===== src/hw/rtl/hws_pkg.sv =====
`default_nettype none
package hws_pkg;

    localparam int GRID_COLS_DEF = 64;
    localparam int GRID_ROWS_DEF = 64;

    localparam int MUL_A_W = 30;
    localparam int MUL_B_W = 33;
    localparam int MUL_P_W = MUL_A_W + MUL_B_W;

    localparam logic [15:0] WAVE_SPEED_RST = 16'd4096;
    localparam logic [15:0] DAMPING_RST    = 16'd65208;

    typedef enum logic [1:0] {
        FN_TICK  = 2'd0,
        FN_WRITE = 2'd1,
        FN_READ  = 2'd2,
        FN_NONE  = 2'd3
    } t_func;

    typedef enum logic [0:0] {
        CFG_WAVE_SPEED = 1'b0,
        CFG_DAMPING    = 1'b1
    } t_cfg_idx;

    typedef struct packed {
        logic signed [MUL_A_W-1:0] a;
        logic signed [MUL_B_W-1:0] b;
    } t_mul_req;

    function automatic logic signed [15:0] sat16(input logic signed [MUL_P_W-1:0] x);
        logic signed [15:0] y;
        if (x > MUL_P_W'(32767)) begin
            y = 16'sh7fff;
        end else if (x < -MUL_P_W'(32768)) begin
            y = 16'sh8000;
        end else begin
            y = x[15:0];
        end
        return y;
    endfunction

endpackage
`default_nettype wire


===== src/hw/rtl/hws_mul.sv =====
`default_nettype none
module hws_mul (
    input  wire logic                                  i_clk,
    input  wire hws_pkg::t_mul_req                     i_req,
    input  wire logic                                  i_sh24,
    output logic signed [hws_pkg::MUL_P_W-1:0]         o_prod,
    output logic signed [hws_pkg::MUL_P_W-1:0]         o_rnd
);

    logic signed [hws_pkg::MUL_P_W-1:0] r_prod;
    logic signed [hws_pkg::MUL_P_W-1:0] w_sum;

    always_ff @(posedge i_clk) begin
        r_prod <= hws_pkg::MUL_P_W'(i_req.a) * hws_pkg::MUL_P_W'(i_req.b);
    end

    always_comb begin
        if (i_sh24) begin
            w_sum = r_prod + (hws_pkg::MUL_P_W'(1) <<< 23);
            o_rnd = w_sum >>> 24;
        end else begin
            w_sum = r_prod + (hws_pkg::MUL_P_W'(1) <<< 15);
            o_rnd = w_sum >>> 16;
        end
    end

    assign o_prod = r_prod;

endmodule
`default_nettype wire


===== config.mk =====
export PLATFORM = sky130hd
export DESIGN_NAME = hws_mul
export DESIGN_NICKNAME = d
export VERILOG_FILES = /design/src/hw/rtl/hws_pkg.sv /design/src/hw/rtl/hws_mul.sv
export SDC_FILE = /design/constraint.sdc
export NUM_CORES = 2
export LEC_CHECK = 0
export BUFFER_PORTS_ARGS = -buffer_cell sky130_fd_sc_hd__buf_2
export CAP_MARGIN = 30
export CELL_PAD_IN_SITES_DETAIL_PLACEMENT = 1
export CELL_PAD_IN_SITES_GLOBAL_PLACEMENT = 1
export CORE_MARGIN = 2
export CORE_UTILIZATION = 40
export CTS_BUF_LIST = sky130_fd_sc_hd__clkbuf_4 sky130_fd_sc_hd__clkbuf_8
export DETAILED_ROUTE_END_ITERATION = 10
export GPL_ROUTABILITY_DRIVEN = 0
export GPL_TIMING_DRIVEN = 0
export PLACE_DENSITY_LB_ADDON = 0.12
export SLEW_MARGIN = 25
export SYNTH_ARGS = -nofsm -noshare
export SYNTH_HDL_FRONTEND = slang
export SYNTH_SLANG_ARGS = --single-unit

===== constraint.sdc =====
create_clock -name i_clk -period 8.47 [get_ports i_clk]
set_input_delay 0.847 -clock i_clk [delete_from_list [all_inputs] [get_ports i_clk]]
set_output_delay 0.847 -clock i_clk [all_outputs]
set_load 0.01 [all_outputs]

==> impl_metrics.json <==
{
  "io_pins": 191,
  "synth_area_leaders": "fa_1, inv_1, and2_1, ha_1, nand2_1",
  "ys_types": 71,
  "place_area_um2": 41100,
  "slew_violations": 0,
  "status": "finished clean",
  "tightest_slew_ns": 1.01,
  "slew_headroom_pct": 32.7,
  "area_growth_pct": 9.87,
  "worstSetupPathType": "input pin to flip-flop",
  "critPathLaunchType": "input pin",
  "yosys_register_bits": 63,
  "crit_end": "o_prod[58]",
  "dp_hpwl_um": 131000,
  "grt_overflow_total": 0,
  "synth.cell_area_um2": 38500,
  "htree_levels": 3,
  "die_y_um": 314,
  "cts-root-buf": "clkbuf_8",
  "worstPathMaxFanout": 10,
  "grt_pass1_wl_um": 226000,
  "synth_edf_count": 0,
  "cts_tree": "done",
  "nFillCells": 11200,
  "postSynthAreaPerCell_um2": 9.08,
  "ant_nets": 0,
  "final-hold-violation-count": 0,
  "port_buffers": 156,
  "ys_seq_area_share_pct": 3.28,
  "viasPerCell": 5.24,
  "placement_rows": 113,
  "cap_violations": 0,
  "synth_nets": 5528,
  "yosysMostFrequentCell": "inv_1",
  "postCtsHoldBufs": 0,
  "synth_commonest_cells": "inv_1, fa_1, nand2_1",
  "cp-startpoint": "i_req[56]",
  "synth_async_sr_flop_share_pct": 0,
  "grt_max_degree": 21,
  "synth_flop_cell": "dfxtp_1",
  "hp-class": "input pin to flip-flop",
  "fin_crit_sh_pct": 97.6,
  "required_ns": 8.69,
  "synthCells": 4239,
  "first_pass_iters": 7,
  "synth_top_area_share_pct": 54.2,
  "finish.instance_area_um2": 42300,
  "fin_nets": 5735,
  "period_minus_slack_ns": 8.26,
  "drcViolationCount": 0,
  "die_x_um": 314,
  "synth_top_cell_by_area": "fa_1",
  "totalWireLength_um": 153000,
  "drtIter0Drc": 2110,
  "grt_pass1_vias": 33800,
  "post_drt_wl_per_cell_um": 26.8,
  "max_freq_mhz": 121,
  "cts_buffers": 9,
  "initial_core_util_pct": 40.5,
  "grt_use_total_pct": 32.1,
  "ys.warnings.count": 0,
  "core-area_um2": 95200,
  "largest_reg_flops": 63,
  "vias": 30000,
  "register_area_um2": 1260,
  "final_layout_size_suffix_gt1_share_pct": 10.9,
  "finalSetupViolCount": 0,
  "clk_pin_slew_ns": 0.07,
  "dieArea_um2": 98700,
  "antenna_found_initial": 16,
  "arrival_ns": 8.49,
  "clk_path_buf_depth": 2,
  "worst_setup_path_end_kind": "flip-flop",
  "clkSinkCount": 63,
  "multi_input_area_um2": 32600
}
[how the worst min path moves through the flow]
stage,startpoint,to,slack (ns),depth (start not counted)
2_1_floorplan,i_req[33],o_prod[0],0.97,1
3_3_place_gp,o_prod[1],o_prod[1],1.24,1
3_5_place_dp,o_prod[13],o_prod[13],1.25,1
4_1_cts,i_req[33],o_prod[0],0.86,2
5_1_grt,i_req[33],o_prod[0],0.87,2
6_report,i_req[33],o_prod[0],0.88,2
[placed cells by master, fill, tap and decap left out, types with 8 or more instances in the layout]
cell type     n
nand2_1     566
clkbuf_4     30
and2_1      472
clkbuf_1     54
inv_1      1043
buf_6        38
nand4_1      22
nor3_1       17
nand2b_1     14
fa_2         19
ha_2          9
xnor2_1      92
o21bai_1     15
a21o_1       28
clkbuf_8     10
dfxtp_1      63
fa_1       1023
xor2_1       58
o21ai_0      33
nor2_1       89
clkbuf_2     89
buf_8        11
a21oi_1      75
o21ai_1      14
nand3_1      33
buf_4        58
ha_1        171
buf_2       154
and3_1       17
diode_2       8
[cells by family after synthesis]
logic type                 synth area share [%]
muxes                                    0.0813
buffers and inverters                      12.8
xor gates and xnor gates                   3.48
AOI/OAI and AO/OA                          3.89
DFF                                        3.28
adders and majority gates                  60.1
and+or+nand+nor                            16.4
[through the flow]
| step | setup TNS [ns] | util (%) | hold WS (ns) | setup WS, ns | std cells |
|---|---|---|---|---|---|
| floorplan | 0 | - | 0.974 | 0.269 | 4239 |
| CTS | 0 | 43.9 | 0.858 | 0.000131 | 5704 |
| global route | -0.0636 | 44.4 | 0.868 | -0.0431 | 5716 |
| global placement | -28.85 | 42.9 | 1.24 | -1.98 | 5660 |
| detailed placement | -24.78 | 43.2 | 1.25 | -1.79 | 5680 |
| finish | 0 | 44.5 | 0.878 | 0.207 | 5724 |
[timing repair]
action / 4_1_cts / 5_1_grt
buffers inserted: 9 / 18
pin swaps: 11 / 30
endpoints found under the setup margin: 24 / 17
gates resized for setup: 181 / 284
hold endpoints to repair: 0 / 0
gates cloned: 0 / 0
[area by class of cell]
type                            count  share of cell area (%)
Antenna cell                        8                  0.0473
Buffer                            235                    3.40
Clock buffer                       10                   0.311
Clock inverter                      6                   0.145
Inverter                         1050                    9.35
Multi-Input combinational cell   2884                    77.0
Sequential cell                    63                    2.98
Tap cell                         1265                    3.74
Timing Repair Buffer              203                    3.02
[metal layers]
layer / GRT usage [%] / share of wire (%) / up-vias
met5: 0 / 0.015 / -
met4: 17.0 / 6.7 / 4
met3: 4.77 / 7.4 / 344
met2: 52.5 / 47 / 1130
met1: 41.2 / 39 / 16000
li1: - / - / 12500
[worst max-delay path, cell delays in order]
cell	delay, ns
buf_2	0.27
buf_2	0.41
nand2_1	0.12
fa_1	0.49
inv_1	0.05
fa_1	0.49
fa_1	0.61
fa_1	0.45
fa_1	0.56
fa_1	0.46
fa_2	0.73
fa_1	0.47
ha_1	0.29
clkbuf_4	0.17
nand4_1	0.15
or2_4	0.29
nor3_4	0.20
o211ai_4	0.16
a211oi_4	0.32
nor2_2	0.09
o31ai_2	0.18
buf_4	0.16
buf_4	0.10
xor2_1	0.39
Power is left out: the tool's default activity adds up to more than one toggle a clock period on the data nets, which glitch-free logic cannot reach.
